[src/hw/rtl/tick_counter_cpu_load_meter_core_macros.svh]
// Assertion macros for the tick counter / load meter core.
// Expects signals named clk and rst in the including scope.
`ifndef TICK_COUNTER_CPU_LOAD_METER_CORE_MACROS_SVH
`define TICK_COUNTER_CPU_LOAD_METER_CORE_MACROS_SVH

// same-cycle implication
`define LMC_ASSERT_SAME(label, ante, cons, msg) \
  label: assert property (@(posedge clk) disable iff (rst) (ante) |-> (cons)) \
    else $error(msg);

// next-cycle implication
`define LMC_ASSERT_NEXT(label, ante, cons, msg) \
  label: assert property (@(posedge clk) disable iff (rst) (ante) |=> (cons)) \
    else $error(msg);

`endif

[src/hw/rtl/lmc_pkg.sv]
// Shared types, command codes and helpers for the load meter core.
// No dependencies; used by every module of the block.
`timescale 1ns / 1ps

package lmc_pkg;

  localparam int TICK_W    = 32;
  localparam int ELAPSED_W = 32;
  localparam int PCT_W     = 7;

  localparam logic [1:0] CMD_TICK     = 2'd0;
  localparam logic [1:0] CMD_ANNOUNCE = 2'd1;
  localparam logic [1:0] CMD_QUERY    = 2'd2;

  typedef struct packed {
    logic [1:0]           command;
    logic                 idle_running;
    logic [ELAPSED_W-1:0] elapsed;
  } cmd_item_t;

  typedef struct packed {
    logic [TICK_W-1:0] tick_count;
    logic [PCT_W-1:0]  usage_percent;
    logic              usage_valid;
  } res_item_t;

  // start request for the serial counter bank
  typedef struct packed {
    logic start;
    logic is_tick;
    logic idle;
  } cnt_ctl_t;

  // one bit of a serial adder: {carry, sum}
  function automatic logic [1:0] full_add(input logic a, input logic b, input logic c);
    full_add = {(a & b) | (a & c) | (b & c), a ^ b ^ c};
  endfunction

  // one bit of a serial subtractor a - b: {borrow, diff}
  function automatic logic [1:0] full_sub(input logic a, input logic b, input logic c);
    full_sub = {(~a & b) | (~(a ^ b) & c), a ^ b ^ c};
  endfunction

endpackage

[src/hw/rtl/lmc_counters.sv]
// Bit-serial counter bank: tick total, window total and window idle.
// Uses lmc_pkg for the control struct and the serial adder bit.
`timescale 1ns / 1ps

module lmc_counters #(
  parameter int COUNT_WIDTH = 32
) (
  input  logic                            clk,
  input  logic                            rst,
  input  lmc_pkg::cnt_ctl_t               ctl,
  input  logic [lmc_pkg::ELAPSED_W-1:0]   elapsed,
  input  logic                            clear,
  output logic                            done,
  output logic [lmc_pkg::TICK_W-1:0]      tick_count,
  output logic [COUNT_WIDTH-1:0]          win_total,
  output logic [COUNT_WIDTH-1:0]          win_idle
);

  localparam int CW = $clog2(COUNT_WIDTH);

  logic [COUNT_WIDTH-1:0] tick_sr;
  logic [COUNT_WIDTH-1:0] tot_sr;
  logic [COUNT_WIDTH-1:0] idl_sr;
  logic [COUNT_WIDTH-1:0] add_sr;
  logic                   idle_en;
  logic                   running;
  logic [CW-1:0]          bit_cnt;
  logic                   c_tick;
  logic                   c_tot;
  logic                   c_idl;

  logic [COUNT_WIDTH+lmc_pkg::ELAPSED_W-1:0] elapsed_wide;
  logic [COUNT_WIDTH+lmc_pkg::TICK_W-1:0]    tick_wide;
  logic [1:0] r_tick;
  logic [1:0] r_tot;
  logic [1:0] r_idl;
  logic       add_bit;

  assign elapsed_wide = {{COUNT_WIDTH{1'b0}}, elapsed};
  assign tick_wide    = {{lmc_pkg::TICK_W{1'b0}}, tick_sr};
  assign tick_count   = tick_wide[lmc_pkg::TICK_W-1:0];
  assign win_total    = tot_sr;
  assign win_idle     = idl_sr;

  assign add_bit = add_sr[0];
  assign r_tick  = lmc_pkg::full_add(tick_sr[0], add_bit, c_tick);
  assign r_tot   = lmc_pkg::full_add(tot_sr[0], add_bit, c_tot);
  assign r_idl   = lmc_pkg::full_add(idl_sr[0], add_bit & idle_en, c_idl);

  assign done = running && (bit_cnt == CW'(COUNT_WIDTH - 1));

  always_ff @(posedge clk) begin
    if (rst) begin
      running <= 1'b0;
      bit_cnt <= '0;
      tick_sr <= '0;
      tot_sr  <= '0;
      idl_sr  <= '0;
      c_tick  <= 1'b0;
      c_tot   <= 1'b0;
      c_idl   <= 1'b0;
    end else if (ctl.start) begin
      running <= 1'b1;
      bit_cnt <= '0;
      c_tick  <= 1'b0;
      c_tot   <= 1'b0;
      c_idl   <= 1'b0;
      add_sr  <= ctl.is_tick ? COUNT_WIDTH'(1) : elapsed_wide[COUNT_WIDTH-1:0];
      idle_en <= ctl.is_tick ? ctl.idle : 1'b1;
    end else if (clear) begin
      tot_sr <= '0;
      idl_sr <= '0;
    end else if (running) begin
      // LSB first; after COUNT_WIDTH shifts each register holds its new sum
      tick_sr <= {r_tick[0], tick_sr[COUNT_WIDTH-1:1]};
      tot_sr  <= {r_tot[0], tot_sr[COUNT_WIDTH-1:1]};
      idl_sr  <= {r_idl[0], idl_sr[COUNT_WIDTH-1:1]};
      add_sr  <= {1'b0, add_sr[COUNT_WIDTH-1:1]};
      c_tick  <= r_tick[1];
      c_tot   <= r_tot[1];
      c_idl   <= r_idl[1];
      bit_cnt <= bit_cnt + CW'(1);
      if (done) begin
        running <= 1'b0;
      end
    end
  end

endmodule

[src/hw/rtl/lmc_serial_divider.sv]
// Bit-serial busy-percent unit: busy = total - min(idle, total),
// then floor(busy * 100 / total) by serial restoring division. Uses lmc_pkg.
`timescale 1ns / 1ps

module lmc_serial_divider #(
  parameter int COUNT_WIDTH = 32
) (
  input  logic                          clk,
  input  logic                          rst,
  input  logic                          start,
  input  logic [COUNT_WIDTH-1:0]        total,
  input  logic [COUNT_WIDTH-1:0]        idle,
  output logic                          done,
  output logic [lmc_pkg::PCT_W-1:0]     percent
);

  localparam int NW = COUNT_WIDTH + lmc_pkg::PCT_W;   // width of busy * 100
  localparam int KW = $clog2(NW);

  typedef enum logic [5:0] {
    D_IDLE = 6'b000001,
    D_SUB  = 6'b000010,
    D_MUL  = 6'b000100,
    D_LOAD = 6'b001000,
    D_STEP = 6'b010000,
    D_DONE = 6'b100000
  } div_state_t;

  div_state_t state;

  logic [COUNT_WIDTH-1:0]   tot_sr;
  logic [COUNT_WIDTH-1:0]   idl_sr;
  logic [COUNT_WIDTH-1:0]   bsy_sr;
  logic [5:0]               hist;
  logic [1:0]               mc;
  logic [NW-1:0]            n_sr;
  logic [COUNT_WIDTH-1:0]   rem;
  logic [COUNT_WIDTH:0]     s_sr;
  logic [COUNT_WIDTH:0]     d_sr;
  logic                     brw;
  logic                     nz;
  logic [2:0]               qi;
  logic [KW-1:0]            k;
  logic [lmc_pkg::PCT_W-1:0] quo;

  logic [1:0]             sub_r;
  logic [1:0]             step_r;
  logic [2:0]             msum;
  logic                   k_last;
  logic [COUNT_WIDTH-1:0] cur_rem;
  logic [lmc_pkg::PCT_W-1:0] n_low;

  assign sub_r  = lmc_pkg::full_sub(tot_sr[0], idl_sr[0], brw);
  assign k_last = (k == KW'(COUNT_WIDTH));
  assign step_r = lmc_pkg::full_sub(s_sr[0], tot_sr[0] & ~k_last, brw);
  // busy * 100 = (busy << 6) + (busy << 5) + (busy << 2)
  assign msum   = {2'b00, hist[1]} + {2'b00, hist[4]} + {2'b00, hist[5]} + {1'b0, mc};
  // quotient never reaches 128, so the top of busy * 100 is below total
  assign cur_rem = (qi == 3'd6) ? n_sr[NW-1:lmc_pkg::PCT_W] : rem;
  // low dividend bits, brought down one per division step
  assign n_low   = n_sr[lmc_pkg::PCT_W-1:0];

  assign done    = (state == D_DONE);
  assign percent = nz ? quo : '0;

  always_ff @(posedge clk) begin
    if (rst) begin
      state <= D_IDLE;
    end else begin
      unique case (state)
        D_IDLE: begin
          if (start) begin
            tot_sr <= total;
            idl_sr <= idle;
            k      <= '0;
            brw    <= 1'b0;
            nz     <= 1'b0;
            qi     <= 3'd6;
            state  <= D_SUB;
          end
        end
        D_SUB: begin
          tot_sr <= {tot_sr[0], tot_sr[COUNT_WIDTH-1:1]};
          idl_sr <= {1'b0, idl_sr[COUNT_WIDTH-1:1]};
          bsy_sr <= {sub_r[0], bsy_sr[COUNT_WIDTH-1:1]};
          brw    <= sub_r[1];
          nz     <= nz | tot_sr[0];
          k      <= k + KW'(1);
          if (k == KW'(COUNT_WIDTH - 1)) begin
            // idle above total clamps busy to zero
            if (sub_r[1]) begin
              bsy_sr <= '0;
            end
            k     <= '0;
            hist  <= '0;
            mc    <= '0;
            state <= D_MUL;
          end
        end
        D_MUL: begin
          bsy_sr <= {1'b0, bsy_sr[COUNT_WIDTH-1:1]};
          hist   <= {hist[4:0], bsy_sr[0]};
          n_sr   <= {msum[0], n_sr[NW-1:1]};
          mc     <= msum[2:1];
          k      <= k + KW'(1);
          if (k == KW'(NW - 1)) begin
            state <= D_LOAD;
          end
        end
        D_LOAD: begin
          s_sr  <= {cur_rem, n_low[qi]};
          k     <= '0;
          brw   <= 1'b0;
          state <= D_STEP;
        end
        D_STEP: begin
          s_sr <= {s_sr[0], s_sr[COUNT_WIDTH:1]};
          d_sr <= {step_r[0], d_sr[COUNT_WIDTH:1]};
          brw  <= step_r[1];
          k    <= k + KW'(1);
          if (!k_last) begin
            tot_sr <= {tot_sr[0], tot_sr[COUNT_WIDTH-1:1]};
          end else begin
            // borrow out: partial remainder below divisor, keep it
            rem <= step_r[1] ? s_sr[COUNT_WIDTH:1] : d_sr[COUNT_WIDTH:1];
            quo <= {quo[lmc_pkg::PCT_W-2:0], ~step_r[1]};
            if (qi == 3'd0) begin
              state <= D_DONE;
            end else begin
              qi    <= qi - 3'd1;
              state <= D_LOAD;
            end
          end
        end
        D_DONE: begin
          state <= D_IDLE;
        end
        default: begin
          state <= D_IDLE;
        end
      endcase
    end
  end

endmodule

[src/hw/rtl/tick_counter_cpu_load_meter_core.sv]
// Tick counter and CPU load meter, top level.
// Depends on lmc_pkg, lmc_counters, lmc_serial_divider and the macros header.
//
// Usage:
//   Command channel (cmd_valid / cmd_stall / cmd_item) takes one transaction
//   at a time: tick, announce (add elapsed), usage query, or an unused code.
//   Result channel (res_valid / res_stall / res_item) returns exactly one
//   transaction per command: the tick count after the command, and on a query
//   the busy percentage since the previous query with usage_valid set.
// What sets the time from acceptance to res_valid; the next command can be
// accepted in the cycle in which res_valid rises:
//   tick / announce: the bit-serial adders.
//   query: the serial subtract, the serial x100 pass
//   and seven restoring division steps.
//   unused code: no counter or divider work.
// One command is in work at a time; cmd_stall is high from acceptance until
// the result is placed in the output register. A command may be accepted
// while the previous result still waits; if the receiver keeps stalling,
// the finished result waits inside until the output register frees.
// Reset clears all counters and empties the output register.
`timescale 1ns / 1ps
`include "tick_counter_cpu_load_meter_core_macros.svh"

module tick_counter_cpu_load_meter_core #(
  parameter int COUNT_WIDTH = 32
) (
  input  logic                clk,
  input  logic                rst,
  input  logic                cmd_valid,
  output logic                cmd_stall,
  input  lmc_pkg::cmd_item_t  cmd_item,
  output logic                res_valid,
  input  logic                res_stall,
  output lmc_pkg::res_item_t  res_item
);

  typedef enum logic [3:0] {
    S_IDLE = 4'b0001,
    S_CNT  = 4'b0010,
    S_DIV  = 4'b0100,
    S_WAIT = 4'b1000
  } top_state_t;

  top_state_t state;
  logic       pend_query;

  logic                          accept;
  logic                          out_free;
  lmc_pkg::cnt_ctl_t             cnt_ctl;
  logic                          cnt_done;
  logic                          div_start;
  logic                          div_done;
  logic [lmc_pkg::TICK_W-1:0]    tick_count;
  logic [COUNT_WIDTH-1:0]        win_total;
  logic [COUNT_WIDTH-1:0]        win_idle;
  logic [lmc_pkg::PCT_W-1:0]     percent;

  assign cmd_stall = (state != S_IDLE);
  assign accept    = cmd_valid && !cmd_stall;
  assign out_free  = !res_valid || !res_stall;

  assign cnt_ctl.start   = accept && ((cmd_item.command == lmc_pkg::CMD_TICK) ||
                                      (cmd_item.command == lmc_pkg::CMD_ANNOUNCE));
  assign cnt_ctl.is_tick = (cmd_item.command == lmc_pkg::CMD_TICK);
  assign cnt_ctl.idle    = cmd_item.idle_running;
  assign div_start       = accept && (cmd_item.command == lmc_pkg::CMD_QUERY);

  lmc_counters #(
    .COUNT_WIDTH (COUNT_WIDTH)
  ) u_counters (
    .clk        (clk),
    .rst        (rst),
    .ctl        (cnt_ctl),
    .elapsed    (cmd_item.elapsed),
    .clear      (div_start),
    .done       (cnt_done),
    .tick_count (tick_count),
    .win_total  (win_total),
    .win_idle   (win_idle)
  );

  lmc_serial_divider #(
    .COUNT_WIDTH (COUNT_WIDTH)
  ) u_divider (
    .clk     (clk),
    .rst     (rst),
    .start   (div_start),
    .total   (win_total),
    .idle    (win_idle),
    .done    (div_done),
    .percent (percent)
  );

  always_ff @(posedge clk) begin
    if (rst) begin
      state      <= S_IDLE;
      pend_query <= 1'b0;
      res_valid  <= 1'b0;
    end else begin
      if (res_valid && !res_stall) begin
        res_valid <= 1'b0;
      end
      unique case (state)
        S_IDLE: begin
          if (accept) begin
            pend_query <= (cmd_item.command == lmc_pkg::CMD_QUERY);
            priority if (cnt_ctl.start) begin
              state <= S_CNT;
            end else if (div_start) begin
              state <= S_DIV;
            end else begin
              state <= S_WAIT;
            end
          end
        end
        S_CNT: begin
          if (cnt_done) begin
            state <= S_WAIT;
          end
        end
        S_DIV: begin
          if (div_done) begin
            state <= S_WAIT;
          end
        end
        S_WAIT: begin
          if (out_free) begin
            res_valid <= 1'b1;
            state     <= S_IDLE;
          end
        end
        default: begin
          state <= S_IDLE;
        end
      endcase
    end
  end

  always_ff @(posedge clk) begin
    if ((state == S_WAIT) && out_free) begin
      res_item.tick_count    <= tick_count;
      res_item.usage_percent <= pend_query ? percent : '0;
      res_item.usage_valid   <= pend_query;
    end
  end

  `LMC_ASSERT_NEXT(a_busy_after_accept, accept, cmd_stall, "no stall after accepted command")
  `LMC_ASSERT_SAME(a_div_done_in_div, div_done, state == S_DIV, "divider done outside query")
  `LMC_ASSERT_SAME(a_cnt_done_in_cnt, cnt_done, state == S_CNT, "counter done outside count")

endmodule
[config.mk]
export PLATFORM = sky130hd
export DESIGN_NAME = tick_counter_cpu_load_meter_core
export DESIGN_NICKNAME = d
export VERILOG_FILES = /design/src/hw/rtl/lmc_pkg.sv /design/src/hw/rtl/lmc_counters.sv /design/src/hw/rtl/lmc_serial_divider.sv /design/src/hw/rtl/tick_counter_cpu_load_meter_core.sv
export VERILOG_INCLUDE_DIRS = /design/src /design/src/hw/rtl
export SDC_FILE = /design/constraint.sdc
export NUM_CORES = 1
export LEC_CHECK = 0
export ABC_AREA = 1
export BUFFER_PORTS_ARGS = -buffer_cell sky130_fd_sc_hd__buf_2
export CAP_MARGIN = 20
export CORE_ASPECT_RATIO = 1.25
export CORE_MARGIN = 2
export CORE_UTILIZATION = 40
export CTS_CLUSTER_DIAMETER = 80
export CTS_CLUSTER_SIZE = 25
export DETAILED_ROUTE_END_ITERATION = 12
export SLEW_MARGIN = 15
export SYNTH_ARGS = -nofsm -noshare
export SYNTH_HDL_FRONTEND = slang
export SYNTH_SLANG_ARGS = --single-unit
export TNS_END_PERCENT = 100
[constraint.sdc]
create_clock -name clk -period 10.2 [get_ports clk]
set_input_delay 2.04 -clock clk [delete_from_list [all_inputs] [get_ports clk]]
set_output_delay 2.04 -clock clk [all_outputs]
set_load 0.01 [all_outputs]
==> impl_results.md <==
* Primary FF master, synth: edfxtp_1
* Asr flop ratio synth at 0%
* Setup_tns at 0 ps
* Reg power frac at 57.3%
* Post-CTS setup buffers at 0
* Core area at 44100 um2
* Die area at 46400 um2
* RSZ-0062 raised after global routing: no
* PortBufs at 80
* Setup-failing EPs final at 0
* Max frequency at 0.234 GHz
* IO Count at 81
* Setup CP Type: input pin to flop
* Slew @ Worst Pin at 1060 ps
* Static Leak at 7.28 nW
* Syn_area_per_cell at 11.0 um2
* Share of layout cells above drive strength 1 at 11.1%
* Final WL at 32.6 mm
* Vias per cell at 4.92
* Sw Pwr at 0.00102 W
* CTS sink count at 448
* Cts repair resizes at 0
* Status: finished, final reports clean
* Rel. slew slack at 29.0%
* Hold slack at 438 ps
* Wire per inst at 14.5 um
* CTS Hold Bufs at 0
* R2r endpoint: u_divider.idl_sr[7]
* Number of detailed-route iterations in the first pass at 5
* Area delta synth->final at 9.78%
* Max FO, Critical Path at 69
* Max IR drop VDD at 0.129 mV
* Int Power at 0.00279 W
* Worst Setup SP: cmd_item[34]
* Sw Share at 26.8%
* Clock period minus worst slack at 4280 ps
* Critical path data required time at 10380 ps
* Post-synth EDFFs at 331
* Sequential element share of the synthesized area at 68.7%
* Crit path DAT at 4460 ps
* H-tree levels at 1
* Fin nets at 1716
* Number of remaining DRC errors at 0
* Aggregate global-route resource usage at 14.2%
* R2r setup slk at 6920 ps
* Hpwl dp at 19.2 mm
* Ant diodes at 0
* Detail Route Antenna Nets at 0
* Setup WS pre-CTS at 5270 ps
* Die Ht at 240 um
* Vias in the first global route at 10717
* Overall power at 0.00382 W
* Setup crit end kind: flop
* Dpl cells at 2204
* # Max-Cap Violations at 0
* Combinational share of power at 14.1%
* Syn Nets at 1679
* Starting Density at 40.5%
* Clock Pin Slew Worst Setup and Hold Paths at 90 ps
* Final period utilization at 41.9%
* Die width at 193 um
* Non-filler instance count after layout at 2250
* Max Root-Sink Buffers at 3
* CTS tree: done
* R2r startpoint: state[1]
* Clk Latency, worst-skew pair at 580 ps
* Pwr/cell area at 195 nW/um2
* Yosys reg bits at 448
* Synthesis warning total at 0
* Critical Path End: u_divider.idl_sr[7]
* Initial drt markers at 662
* Clock Power Share at 28.6%
* Post-synthesis cell area at 17900 um2
* Total CTS buffers at 24
* Worst Skew at 40.6 ps
* Final hold vios at 0
* R2r worst-path depth at 7
* Synth Instances at 1624
* First-pass GRT wire length at 54.3 mm
* Remaining Overflow, GRT at 0
* Global placer's final weighted congestion at 0.770
* Number of library cell types mapped by synthesis at 39
* Hold Path Class: flop to flop
* Cell Rows at 86
* Final number of max-transition violations at 0
* Pin count of the biggest net entering global routing at 70
* CTS root buffer: clkbuf_16
* Initial antenna violation count at 0
* Via count at 11071
* Final worst slack at 5920 ps
* CP startpoint kind: input pin
==> stage by stage <==
| stage | utilization (%) | instance area, um2 |
|---|---|---|
| floorplan | - | 17900 |
| global placement | 42.5 | 18700 |
| detailed placement | 42.5 | 18700 |
| CTS | 44.3 | 19500 |
| global route | 44.5 | 19600 |
| finish | 44.5 | 19600 |
==> layer usage <==
| layer | up-vias | share of wire, % | track usage (%) |
|---|---|---|---|
| met5 | - | 0 | 0 |
| met4 | 0 | 2.2 | 4.27 |
| li1 | 5512 | - | - |
| met1 | 5373 | 46 | 19.4 |
| met3 | 43 | 3.0 | 1.75 |
| met2 | 143 | 49 | 23.6 |
==> power by group through the flow <==
stage               logic [W]  registers, W  clock network (W)
floorplan            0.000394       0.00223                  0
global placement     0.000514       0.00223                  0
detailed placement   0.000528       0.00223                  0
CTS                  0.000529       0.00219            0.00113
global route         0.000612       0.00220            0.00119
finish               0.000538       0.00219            0.00109
==> critical path: stages <==
cell and delay, ps:
buf_2 80, inv_1 60, nor2_1 170, nand3_4 620, inv_1 420, nand2_1 170
a21oi_4 860
==> cell usage after synthesis (all sizes together), types with 2 or more instances <==
cell type	number	area, um2
inv	135	507
ha	9	113
or2	2	12.5
xnor2	2	17.5
nor3	6	35.0
a21oi	77	385
fa	7	140
a31oi	34	213
a22o	30	263
xor2	2	17.5
edfxtp	331	9940
nor2	203	774
mux2	31	349
nand2	408	1550
clkbuf	41	154
buf	47	302
dfxtp	117	2340
nand3	115	593
o211ai	2	15.0
o21ai	15	75.1
nand4	2	12.5
==> layout by cell type, fill, tap and decap left out, types with 15 or more instances in the layout <==
master / count
a31oi_1: 33
buf_2: 80
nand2_1: 407
a21oi_1: 75
a22o_1: 30
dfxtp_1: 117
o21ai_0: 15
mux2_2: 31
inv_1: 134
buf_4: 16
nor2_1: 196
nand3_1: 112
edfxtp_1: 331
clkbuf_16: 25
==> area by class of cell <==
class	instances	area (um2)
Clock buffer	35	683
Clock inverter	8	100
Fill cell	4198	24500
Inverter	135	507
Multi-Input combinational cell	953	4730
Sequential cell	448	12300
Tap cell	572	716
Timing Repair Buffer	99	603
==> flip-flops by register name, summed over array words and instances (netlist names), 7 cells and up <==
register and cells:
res_item 40, u_divider.idl_sr 32, u_divider.n_sr 39, u_divider.bsy_sr 32, u_counters.win_total 32, u_divider.d_sr 32
u_divider.s_sr 33, u_counters.win_idle 32, u_counters.tick_count 32, u_divider.quo 7, u_divider.rem 32, u_divider.tot_sr 32
u_counters.add_sr 32
==> cells by family (layout without fill, tap and decap cells) <==
logic type,count (synthesis),after routing,share of synthesized area (%)
adders and majority gates,16,16,1.41
and+or+nand+nor,738,738,16.7
muxes,31,31,1.95
xor gates and xnor gates,4,4,0.196
DFF,448,448,68.7
buffers and inverters,223,277,5.38
AOI/OAI and AO/OA,164,164,5.58
==> worst min-delay path by stage <==
stage               depth (start not counted)  slack (ps)            endpoint               start
floorplan                                   0         420  u_divider.d_sr[10]  u_divider.d_sr[11]
global placement                            0         430  u_divider.d_sr[29]  u_divider.d_sr[30]
detailed placement                          0         430  u_divider.d_sr[24]  u_divider.d_sr[25]
CTS                                         0         440  u_divider.n_sr[28]  u_divider.n_sr[29]
global route                                0         460   u_divider.n_sr[4]   u_divider.n_sr[5]
finish                                      0         440  u_divider.n_sr[28]  u_divider.n_sr[29]
(Power assumes the default switching activity.)
